### config.mk
export PLATFORM = sky130hd
export DESIGN_NAME = ttop_lane
export DESIGN_NICKNAME = d
export VERILOG_FILES = /design/src/design/trinomial_tree_option_pricer_assert.svh /design/src/design/ttop_pkg.sv /design/src/design/ttop_lane.sv
export SDC_FILE = /design/constraint.sdc
export NUM_CORES = 2
export LEC_CHECK = 0
export BUFFER_PORTS_ARGS = -buffer_cell sky130_fd_sc_hd__buf_2
export CAP_MARGIN = 20
export CORE_ASPECT_RATIO = 0.5
export CORE_MARGIN = 3
export CORE_UTILIZATION = 40
export CTS_BUF_LIST = sky130_fd_sc_hd__clkbuf_16
export DETAILED_ROUTE_END_ITERATION = 12
export PLACE_DENSITY = 0.65
export SLEW_MARGIN = 40
export SYNTH_ARGS = -nofsm -noshare
export SYNTH_HDL_FRONTEND = slang
export SYNTH_SLANG_ARGS = --single-unit
### constraint.sdc
create_clock -name clk -period 13.9 [get_ports clk]
set_input_delay 3.475 -clock clk [delete_from_list [all_inputs] [get_ports clk]]
set_output_delay 3.475 -clock clk [all_outputs]
set_load 0.01 [all_outputs]
### src/design/trinomial_tree_option_pricer_assert.svh
// Assertion macros shared by the pricer's checks.
// Each macro expects clk and rst to be visible where it is used.
`ifndef TRINOMIAL_TREE_OPTION_PRICER_ASSERT_SVH
`define TRINOMIAL_TREE_OPTION_PRICER_ASSERT_SVH

// Same-cycle implication.
`define TTOP_ASSERT_NOW(lbl, ante, cons, msg) \
  lbl: assert property (@(posedge clk) disable iff (rst) (ante) |-> (cons)) else $error(msg);

// Next-cycle implication.
`define TTOP_ASSERT_NEXT(lbl, ante, cons, msg) \
  lbl: assert property (@(posedge clk) disable iff (rst) (ante) |=> (cons)) else $error(msg);

`endif

### src/design/ttop_pkg.sv
`timescale 1ns / 1ps
package ttop_pkg;

  // Option kinds.
  localparam logic OP_CALL = 1'b0;
  localparam logic OP_PUT  = 1'b1;

  // Configuration register indexes.
  localparam logic [2:0] REG_STEP_COUNT = 3'd0;
  localparam logic [2:0] REG_UP_FACTOR  = 3'd1;
  localparam logic [2:0] REG_DOWN_FACTOR = 3'd2;
  localparam logic [2:0] REG_PROB_UP    = 3'd3;
  localparam logic [2:0] REG_PROB_MID   = 3'd4;
  localparam logic [2:0] REG_PROB_DOWN  = 3'd5;
  localparam logic [2:0] REG_DISCOUNT   = 3'd6;

  typedef struct packed {
    logic        op;
    logic [31:0] future_price;
    logic [31:0] strike_price;
  } item_t;

  typedef struct packed {
    logic [31:0] option_value;
    logic        saturated;
  } result_t;

  // Branch weights broadcast to every lattice cell.
  typedef struct packed {
    logic [16:0] pu;
    logic [16:0] pm;
    logic [16:0] pd;
  } coef_t;

  // Backward-step controls for the cells.
  typedef struct packed {
    logic mul;
    logic acc;
  } cell_ctrl_t;

  // Controls for a terminal price lane.
  typedef struct packed {
    logic init;
    logic mul;
    logic upd;
  } lane_ctrl_t;

  // Payoff of a call or a put at one terminal price.
  function automatic logic [31:0] payoff(logic is_put, logic [31:0] price,
                                         logic [31:0] strike);
    logic [31:0] r;
    r = '0;
    if (is_put == OP_PUT) begin
      if (strike > price) r = strike - price;
    end else begin
      if (price > strike) r = price - strike;
    end
    return r;
  endfunction

endpackage

### src/design/ttop_lane.sv
`timescale 1ns / 1ps
module ttop_lane (
  input  logic                clk,
  input  ttop_pkg::lane_ctrl_t ctrl,
  input  logic [31:0]         start_price,
  input  logic [31:0]         factor,
  input  logic                is_put,
  input  logic [31:0]         strike,
  output logic [31:0]         payoff_out,
  output logic                sat_hit
);
  import ttop_pkg::*;

  logic [31:0] price;
  logic [63:0] prod;
  logic [33:0] scaled;
  logic [31:0] price_next;

  // Truncate the Q2.30 product and saturate at the top of the word.
  always_comb begin
    scaled     = prod[63:30];
    sat_hit    = |scaled[33:32];
    price_next = sat_hit ? 32'hFFFF_FFFF : scaled[31:0];
    payoff_out = payoff(is_put, price_next, strike);
  end

  // For each lattice level the product is registered first, then the price is updated.
  always_ff @(posedge clk) begin
    if (ctrl.init) begin
      price <= start_price;
    end else if (ctrl.upd) begin
      price <= price_next;
    end
    if (ctrl.mul) begin
      prod <= 64'(price) * 64'(factor);
    end
  end

endmodule

**Yosys cells after proc, flatten, opt, wreduce, memory -nomap -nowiden**

Cells that the tools add are included.

- Output and inout bits: 33
- Bits in registers: 96

- Multiply operators: 1
- Reductions and logical operators: 2
- Add/subtract/negate cells: 2
- $lt $le $gt $ge: 2
- Muxes and demuxes: 6

Operator list:

| cell | number |
|---|---|
| 2-to-1 mux 32 bit | 6 |
| greater-than comparator 32 bit | 2 |
| multiplier 32 x 32 -> 64 bit | 1 |
| subtractor 32 bit | 2 |
| nonzero test 2 bit | 1 |
| OR reduction 2 bit | 1 |

**Longest topological paths before layout**

- Depth in word-level cells: 5
- Mapped depth: 30
- Depth with buffers taken out: 29

**Worst setup path before layout**

No wires, ideal clock.

- Path kind: input -> register
- From: input factor[2]
- To: register prod[57] (data pin)
- Data required time: 13.640 ns
- Arrival: 10.239 ns
- Setup time: 0.260 ns
- Path buffers: 1
- Cell stages on the path: 28
- Path slack: 3.401 ns
- Path through: clkbuf_1 -> and2_1 -> fa_1 -> inv_1 -> fa_1 -> fa_1 -> fa_1 -> inv_1 -> fa_1 -> inv_1 -> fa_1 -> inv_1 -> fa_1 -> inv_1 -> fa_1 -> inv_1 -> ha_1 -> a21oi_1 -> o21ai_1 -> or4b_1 -> a221oi_2 -> o21bai_1 -> a21bo_2 -> a41o_1 -> and2_4 -> o21ai_2 -> o21ba_1 -> xnor2_1

- Word-level cells in the longest chain between the ends: 1

Ends and longest elaborated chain:

| what | line | source |
|---|---|---|
| from (decl) | ttop_lane.sv:6 | `input logic [31:0] factor,` |
| multiplier 32 x 32 -> 64 bit | ttop_lane.sv:35 | `prod <= 64'(price) * 64'(factor);` |
| to (signal assigned) | ttop_lane.sv:35 |  |
| to (decl) | ttop_lane.sv:15 | `logic [63:0] prod;` |

Every way passes these cells.
A chain may end at the register's enable or synchronous reset.

**Worst setup path after layout**

- From: input factor[6]
- To: register prod[57] (data pin)

Same word-level chain as after synthesis.

==> results by group <==
Outcome
  – Status: complete, no violations

Job
  – Max-cap violations: 0

Setup path
  – Flop-to-flop setup slack: 5280 ps
  – Worst stage delay on the critical path: 540 ps
  – Reg-to-reg startpoint: price[14]
  – WP buf/inv: 7
  – CP required: 13990 ps
  – Most common cell on crit path: fa_1
  – Critical path launch point: factor[6]
  – CP max stage cell: fa_1
  – Worst reg-to-reg path cell count: 28
  – Startpoint Class: input port
  – CP max FO: 32
  – Family with the most delay on the worst path: adder cells
  – CP arrival: 11170 ps
  – Crit path kind: in2reg
  – Crit. End Element: flip-flop
  – R2R Path End: prod[57]
  – Critical path capture point: prod[57]
  – Stages on worst setup path: 28

CTS
  – Post-CTS Setup Inserts: 0
  – Htree depth: 3
  – Post-CTS Hold Buffers: 0
  – CTS tree: built
  – CTS max path bufs: 2
  – Post-CTS resize count: 0
  – Cts bufs inserted: 9
  – Worst-Skew Late Latency: 340 ps
  – CTS Sinks: 66
  – Root buffer cell: clkbuf_16
  – Worst-path clk slew: 60 ps

Synthesis
  – Syn Std Cell Area: 0.0392 mm²
  – Top_reg_cell synth: edfxtp_1
  – Syn_area_per_cell: 9.04 µm²
  – Synth async-reset ratio: 0%
  – Post-synth top cells: inv_1 (975), fa_1 (897), and2_1 (603)
  – Count leader, synth: inv_1
  – Syn Nets: 5652
  – Post-synthesis cell type count: 81
  – Synthesis-stage register bit count: 66
  – Number of synthesis warnings: 0
  – Post-synth top area share: 45.9%
  – Post-synthesis cell count: 4330
  – Dominant cell type by area after synthesis: fa_1
  – EDFF count, synth: 66
  – Top cells by area, synth: fa_1 (46%), ha_1 (10%), and2_1 (9.6%)
  – Sequential share of the synthesized area: 5.06%

Global routing
  – Pin count of the biggest net entering global routing: 35
  – Initial antenna violation count: 13
  – Total grt overflow: 0
  – Gr usage total: 21.2%
  – First-pass GRT wire length: 172000 µm
  – Vias in the first global route: 31.6k

Floorplan
  – Row cnt: 80
  – Core Footprint: 0.0962 mm²
  – DIE WIDTH: 448 µm
  – Die Area: 0.102 mm²
  – # IOs: 134
  – Starting density of the core: 40.7%
  – Die Ht: 227 µm

Placement
  – Port buffer count: 133
  – Placed wire-length estimate: 84000 µm
  – Placer Congestion: 0.929

STA
  – Fmax: 90.2 MHz
  – Clock skew: 9.59 ps
  – RSZ-0062 raised after global routing: false
  – Final hold vios: 0
  – Slew at the pin closest to its max-slew limit: 882 ps
  – Fin crit period: 11080 ps
  – Setup TNS Final: 0 ps
  – Normalized max-slew margin: 41.2%
  – Final setup vio count: 0
  – Final Slew Violations: 0
  – Tcrit/Tclk final: 79.7%

Route
  – DR WL met3: 5890 µm
  – 1st-iter DRT viols: 1987
  – DR vias: 29.3k
  – Final ANT Viol Nets: 0
  – Routed met2 length: 51000 µm
  – Top sig layer: met5
  – Vias/cell: 5.24
  – Final wirelength: 105000 µm
  – Remaining DRCs: 0
  – Drt wl/cell: 18.8 µm
  – Iteration count of the initial detailed-routing pass: 5
  – DRT met1 WL: 44300 µm

Finish
  – Area of the multi-input gates: 0.0325 mm²
  – Ratio of cells with drive above 1 in the final layout: 6.24%
  – Final Util: 42.7%
  – Fillers: 9447
  – Reg area: 0.00198 mm²
  – Nets: 5579
  – Area Overhead vs Synth: 4.92%

Hold path
  – HP Class: reg2reg
area by class of cell:
cell class	count	share of cell area (%)
multi-input combinational	3030	79.1
timing repair buffer	175	2.46
tap	1312	4.00
clock inverter	7	0.152
sequential	66	4.82
antenna	10	0.0609
clock buffer	9	0.548
inverter	975	8.91
how the worst min path moves through the flow:
stage,startpoint,endpoint,cells past startpoint
after detailed placement,prod[39],price[9],2
after global routing,prod[39],price[9],2
after floorplan,prod[30],price[0],2
after global placement,prod[39],price[9],2
after CTS,prod[39],price[9],2
final,prod[39],price[9],2
cell usage in the layout (no fill, tap or decap), drive strengths merged, types with 35 or more instances in the layout:
cell and n:
ha 324, nor2 62, buf 175, a21oi 155
edfxtp 66, and2 604, or3 35, nand2 480
o21ai 63, inv 977, a21o 59, fa 897
registers in the layout, summed over array words and instances (netlist names):
| signal | cells |
|---|---|
| prod | 34 |
| price | 32 |
worst reg2reg max path, delay by kind of cell, from the launching register on:
family                     cells  cell delay (ps)
adders and majority gates      9             4170
AOI/OAI and AO/OA              8             1550
and+or+nand+nor                3              940
DFF                            1              880
buffers and inverters          7              770
xor gates and xnor gates       1               60
metrics by stage:
stage	hold slack (ps)	instances	instance area (µm²)	setup WS, ps
2_1_floorplan	648	4330	39200	3400
3_3_place_gp	708	5553	40700	2610
3_5_place_dp	709	5557	40700	2530
4_1_cts	722	5573	41000	2850
5_1_grt	752	5580	41100	2500
6_report	717	5584	41100	2820
logic make-up (layout without fill, tap and decap cells):
group / after synthesis / in the layout / synth area share [%]
XOR/XNOR: 38 / 38 / 0.850
other: 0 / 10 / 0
adder cells (fa/ha/maj): 1221 / 1221 / 56.2
AND/OR/NAND/NOR: 1304 / 1304 / 17.4
buffers and inverters: 1234 / 1166 / 12.0
flip-flops: 66 / 66 / 5.06
multiplexers: 32 / 32 / 0.920
AO/OA/AOI/OAI: 435 / 435 / 7.54
routing by layer:
metal / track usage [%] / vias to the layer above
li1: - / 12800
met4: 6.67 / 8
met5: 0 / -
met3: 1.60 / 168
met1: 28.7 / 15300
met2: 36.6 / 980
Power is not shown: default switching activity piles up to over one toggle a cycle in this logic, so the estimate is an artifact.
