File: src/design/trinomial_tree_option_pricer_assert.svh
// Assertion macros shared by the pricer's checks.
// Each macro expects clk and rst to be visible where it is used.
`ifndef TRINOMIAL_TREE_OPTION_PRICER_ASSERT_SVH
`define TRINOMIAL_TREE_OPTION_PRICER_ASSERT_SVH

// Same-cycle implication.
`define TTOP_ASSERT_NOW(lbl, ante, cons, msg) \
  lbl: assert property (@(posedge clk) disable iff (rst) (ante) |-> (cons)) else $error(msg);

// Next-cycle implication.
`define TTOP_ASSERT_NEXT(lbl, ante, cons, msg) \
  lbl: assert property (@(posedge clk) disable iff (rst) (ante) |=> (cons)) else $error(msg);

`endif

File: src/design/ttop_pkg.sv
`timescale 1ns / 1ps
package ttop_pkg;

  // Option kinds.
  localparam logic OP_CALL = 1'b0;
  localparam logic OP_PUT  = 1'b1;

  // Configuration register indexes.
  localparam logic [2:0] REG_STEP_COUNT = 3'd0;
  localparam logic [2:0] REG_UP_FACTOR  = 3'd1;
  localparam logic [2:0] REG_DOWN_FACTOR = 3'd2;
  localparam logic [2:0] REG_PROB_UP    = 3'd3;
  localparam logic [2:0] REG_PROB_MID   = 3'd4;
  localparam logic [2:0] REG_PROB_DOWN  = 3'd5;
  localparam logic [2:0] REG_DISCOUNT   = 3'd6;

  typedef struct packed {
    logic        op;
    logic [31:0] future_price;
    logic [31:0] strike_price;
  } item_t;

  typedef struct packed {
    logic [31:0] option_value;
    logic        saturated;
  } result_t;

  // Branch weights broadcast to every lattice cell.
  typedef struct packed {
    logic [16:0] pu;
    logic [16:0] pm;
    logic [16:0] pd;
  } coef_t;

  // Backward-step controls for the cells.
  typedef struct packed {
    logic mul;
    logic acc;
  } cell_ctrl_t;

  // Controls for a terminal price lane.
  typedef struct packed {
    logic init;
    logic mul;
    logic upd;
  } lane_ctrl_t;

  // Payoff of a call or a put at one terminal price.
  function automatic logic [31:0] payoff(logic is_put, logic [31:0] price,
                                         logic [31:0] strike);
    logic [31:0] r;
    r = '0;
    if (is_put == OP_PUT) begin
      if (strike > price) r = strike - price;
    end else begin
      if (price > strike) r = price - strike;
    end
    return r;
  endfunction

endpackage

File: src/design/ttop_cell.sv
`timescale 1ns / 1ps
module ttop_cell (
  input  logic                 clk,
  input  ttop_pkg::cell_ctrl_t ctrl,
  input  ttop_pkg::coef_t      coef,
  input  logic                 load,
  input  logic [31:0]          load_data,
  input  logic [31:0]          value_mid,
  input  logic [31:0]          value_up,
  output logic [31:0]          value
);
  import ttop_pkg::*;

  logic [48:0] prod_up;
  logic [48:0] prod_mid;
  logic [48:0] prod_dn;
  logic [50:0] sum;
  logic [31:0] value_next;

  // Weighted sum of the three children, truncated and saturated.
  always_comb begin
    sum = 51'(prod_up) + 51'(prod_mid) + 51'(prod_dn);
    value_next = (|sum[50:48]) ? 32'hFFFF_FFFF : sum[47:16];
  end

  // Products are registered first, then summed into the node in the next cycle.
  always_ff @(posedge clk) begin
    if (ctrl.mul) begin
      prod_up  <= 49'(coef.pu) * 49'(value_up);
      prod_mid <= 49'(coef.pm) * 49'(value_mid);
      prod_dn  <= 49'(coef.pd) * 49'(value);
    end
    if (load) begin
      value <= load_data;
    end else if (ctrl.acc) begin
      value <= value_next;
    end
  end

endmodule

File: config.mk
export PLATFORM = sky130hd
export DESIGN_NAME = ttop_cell
export DESIGN_NICKNAME = d
export VERILOG_FILES = /design/src/design/trinomial_tree_option_pricer_assert.svh /design/src/design/ttop_pkg.sv /design/src/design/ttop_cell.sv
export SDC_FILE = /design/constraint.sdc
export NUM_CORES = 2
export LEC_CHECK = 0
export ABC_CLOCK_PERIOD_IN_PS = 7000
export BUFFER_PORTS_ARGS = -buffer_cell sky130_fd_sc_hd__buf_2
export CORE_MARGIN = 8
export CORE_UTILIZATION = 35
export CTS_BUF_LIST = sky130_fd_sc_hd__clkbuf_8
export DETAILED_ROUTE_END_ITERATION = 8
export GPL_TIMING_DRIVEN = 0
export PLACE_DENSITY = 0.55
export SLEW_MARGIN = 30
export SYNTH_ARGS = -nofsm -noshare
export SYNTH_HDL_FRONTEND = slang
export SYNTH_SLANG_ARGS = --single-unit
File: constraint.sdc
create_clock -name clk -period 7 [get_ports clk]
set_clock_uncertainty 0.1 [all_clocks]
set_input_delay 0.7 -clock clk [delete_from_list [all_inputs] [get_ports clk]]
set_output_delay 0.7 -clock clk [all_outputs]
set_load 0.005 [all_outputs]
# Word-level counts from Yosys, hierarchy flattened
# Index checks and enable logic that the tools add are counted.
totals:
  ff_bits: 179
  input_bits: 151
  wordCells: 14
classes:
  addsub: 2
  mul: 3
  mux: 3
  n_reduce_logical: 2
op_table:
  columns: ["cell", "count"]
  rows:
  - ["17-bit by 32-bit multiplier with 49-bit output", 3]
  - ["32-bit two-way mux", 3]
  - ["50-bit by 49-bit adder with 51-bit output", 1]
  - ["49-bit by 49-bit adder with 50-bit output", 1]
  - ["3-bit OR reduction", 1]
  - ["2-bit nonzero test", 1]

# Longest topological paths before layout
logic_depth:
  word_depth: 6
  depth_mapped: 25

# Worst setup path after synthesis
# Ideal clock, no wire load.
synth_path:
  path_type: "in2reg"
  from: "in coef[2] (netlist name)"
  to: "reg prod_dn[45] (data pin)"
  setup_time_ns: 0.264
  arrival_time_ns: 6.488
  required_time_ns: 6.636
  setup_slack_ns: 0.147
  cell_stages: 22
  path_cell_list: "clkbuf_1 nand2_1 fa_1 fa_1 fa_1 inv_1 fa_1 fa_1 inv_1 fa_1 inv_1 ha_1 a21o_1 a21o_1 a2111oi_4 a21oi_2 o41ai_4 o21ai_2 o211a_4 a311oi_4 o21bai_2 xor2_1"
synth_via:
  elab_chain_len: 1
synth_lines:
  columns: ["item", "line_no", "rtl"]
  rows:
  - ["start, declared", "ttop_cell.sv:5", "input ttop_pkg::coef_t coef,"]
  - ["17-bit by 32-bit multiplier with 49-bit output", "ttop_cell.sv:31", "prod_dn <= 49'(coef.pd) * 49'(value);"]
  - ["end signal, assigned", "ttop_cell.sv:31", null]
  - ["end, declared", "ttop_cell.sv:16", "logic [48:0] prod_dn;"]
# No other way between the ends.
# A chain may end at the register's enable or synchronous reset.

# Final worst setup path
layout_path:
  from: "in coef[4] (netlist name)"
  to: "reg prod_dn[47] (data pin)"
# Same word-level chain as after synthesis.

==> results.sh <==
export IMPL_clk_latency_ns=0.49
export IMPL_setup_viol=1
export IMPL_slew_limit_headroom=0.386
export IMPL_endpoint="prod_dn[47]"
export IMPL_hpwl_um=165000
export IMPL_tightestPinTransition_ns=0.922
export IMPL_drtAntennaViolNets=0
export IMPL_grt_setup_unrepaired="yes"
export IMPL_cts_inserted_buffers=17
export IMPL_crit_fanout=10
export IMPL_maxSlewViolCount=0
export IMPL_viasPerCell=4.95
export IMPL_drc=0
export IMPL_numClockSinks=179
export IMPL_cts_root_buf="clkbuf_8"
export IMPL_yosys_most_used_dff="edfxtp_1"
export IMPL_synth_edff_count=179
export IMPL_crit_path_end_kind="flop"
export IMPL_ys_ff_latch=179
export IMPL_hold_path_class="in -> reg"
export IMPL_drive_gt1_frac=0.0976
export IMPL_fin_crit_sh=1.00
export IMPL_grt_use_total=0.209
export IMPL_synth_cells=6630
export IMPL_placed_area_um2=64200
export IMPL_io_buffers=174
export IMPL_overflow=0
export IMPL_synthArstFlopShare=0
export IMPL_synth_area_um2=60400
export IMPL_startpoint="coef[4]"
export IMPL_cp_start_kind="input pin"
export IMPL_grt_max_degree=88
export IMPL_reg2reg_to="prod_dn[47]"
export IMPL_syn_nets=8593
export IMPL_initialDrtViolationCount=3149
export IMPL_post_drt_wl_per_cell_um=21.1
export IMPL_rows=152
export IMPL_crit_type="in -> reg"
export IMPL_synthDistinctLibCells=78
export IMPL_timing_fmax_mhz=143
export IMPL_place_gp_congestion=1.00
export IMPL_mostFrequentLayoutCells="1636 x inv_1, 1384 x fa_1, 1087 x nand2_1"
export IMPL_regArea_um2=5380
export IMPL_dr_pass1_iters=6
export IMPL_fill_cells=17500
export IMPL_multi_input_area_um2=48400
export IMPL_place_ws_ns=-1.62
export IMPL_dp_cells=9115
export IMPL_h_tree_depth=4
export IMPL_max_cap_violations=0
export IMPL_status="finished, violations left"
export IMPL_fin_nets=8869
export IMPL_timing_final_ws_setup_ns=-0.00603
export IMPL_areaGrowthSynthToFinish_pct=11.1
export IMPL_grt_pass1_vias=48600
export IMPL_timing_rr_start="value[13]"
export IMPL_yosysSeqAreaShare=0.0890
export IMPL_grt_pass1_wl_um=297000
export IMPL_ys_warn_count=0
export IMPL_synth_area_per_cell_um2=9.11
export IMPL_reg2reg_setup_slack_ns=0.01
export IMPL_wirelength_um=195000
export IMPL_period_needed_ns=7.01
export IMPL_cts_tree="built"
export IMPL_cp_arrival_ns=7.13
export IMPL_num_vias=45700
export IMPL_ioPinCount=183
export IMPL_crit_required_ns=7.12
export IMPL_layout_commonest_cell="inv_1"
export IMPL_die_y_um=431
export IMPL_start_util=0.352
export IMPL_hold_viol=0
export IMPL_layout_cells_non_filler=9235
export IMPL_stdcell_area_um2=67100
export IMPL_violations="setup timing"
export IMPL_clockBufferDepth=2
export IMPL_fp_dieW_um=431
export IMPL_r2r_cells=25
export IMPL_fp_coreArea_um2=172000
export IMPL_die_area_um2=186000
export IMPL_cts_clk_slew_worst_paths_ns=0.09
export IMPL_antenna_found_initial=9
-- registers in the layout (all words and copies together), names as in the netlist --
register / count
prod_dn: 49
prod_mid: 49
prod_up: 49
value: 32
-- timing repair --
item	CTS	global route
resized for setup	378	414
endpoints found under the setup margin	68	44
setup buffers	47	51
hold buffers	0	0
pin swaps	14	69
-- kinds of logic (layout without fill, tap and decap cells) --
kind of cell | after synthesis | after routing | share of synthesized area
AO/OA/AOI/OAI | 547 | 547 | 0.0608
flip-flops | 179 | 179 | 0.0890
other | 0 | 6 | 0
XOR/XNOR | 160 | 160 | 0.0232
adder cells (fa/ha/maj) | 1812 | 1812 | 0.549
buffers and inverters | 1934 | 2223 | 0.120
multiplexers | 1 | 1 | 0.000166
AND/OR/NAND/NOR | 1997 | 1997 | 0.158
-- through the flow --
step,hold slack [ns],utilization,setup TNS [ns]
global route,0.522,0.391,-0.690
detailed placement,0.944,0.374,-66.29
global placement,0.948,0.374,-66.72
finish,0.539,0.391,-0.00603
CTS,0.516,0.384,0
floorplan,0.552,-,0
-- layout make-up --
cell class                      instances  area share
Buffer                                278      0.0305
Inverter                             1640      0.0917
Tap cell                             2310      0.0431
Timing Repair Buffer                  273      0.0273
Clock buffer                           17     0.00349
Multi-Input combinational cell       4517       0.721
Sequential cell                       179      0.0801
Clock inverter                         15     0.00222
Antenna cell                            6    0.000224
-- synthesized netlist by cell type (8+ instances only) --
master       n  area (µm²)
o21bai_1    23         173
nand3_1     35         175
a21o_1     104         781
clkbuf_1   285        1070
a31oi_1     17         106
and4_1       8        70.1
edfxtp_1   179        5380
a21oi_1    192         961
o21ai_1      9        45.0
a211oi_1    16         120
nor3_1      18        90.1
o211ai_1     9        67.6
nor2_1      83         312
and3_1      18         113
nor2b_1     53         332
nand2_1   1092        4100
o31ai_1      8        60.1
fa_1      1395       27900
and2_1     633        3960
xor2_1      49         429
inv_1     1640        6160
o21ai_0     70         350
o21a_1      16         120
ha_1       417        5220
nand4_1     21         131
xnor2_1    111         972
nand2b_1    13        81.3
-- critical path: stages --
cell and delay [ns]:
buf_2 0.20, clkbuf_2 0.36, nand2_1 0.12, fa_1 0.48, fa_1 0.55, inv_1 0.05, fa_1 0.51, inv_1 0.06
fa_1 0.53, inv_1 0.05, fa_1 0.47, inv_1 0.06, fa_2 0.59, inv_2 0.06, ha_4 0.24, a21oi_4 0.19
nor3b_4 0.07, a211oi_4 0.23, a21oi_2 0.14, o41ai_4 0.37, o21ai_2 0.11, o211a_4 0.27, a311oi_4 0.42, o21ai_2 0.11
xor2_2 0.18
-- worst min-delay path by stage --
stage | from | slack [ns] | cells past startpoint | endpoint
6_report | load_data[2] | 0.54 | 3 | value[2]
5_1_grt | load_data[1] | 0.52 | 3 | value[1]
4_1_cts | load_data[2] | 0.52 | 3 | value[2]
3_5_place_dp | prod_dn[17] | 0.94 | 4 | value[1]
3_3_place_gp | prod_dn[16] | 0.95 | 4 | value[1]
2_1_floorplan | value[0] | 0.55 | 1 | prod_dn[0]
-- layer usage --
| layer | global-route usage | routed length, µm | up-vias |
|---|---|---|---|
| li1 | - | - | 20100 |
| met1 | 0.269 | 77900 | 23700 |
| met2 | 0.353 | 93000 | 1563 |
| met3 | 0.0297 | 13300 | 325 |
| met4 | 0.0909 | 10600 | 4 |
| met5 | 0 | 27 | - |
Power is left out: the tool's default activity adds up to more than one toggle a clock period on the data nets, which glitch-free logic cannot reach.
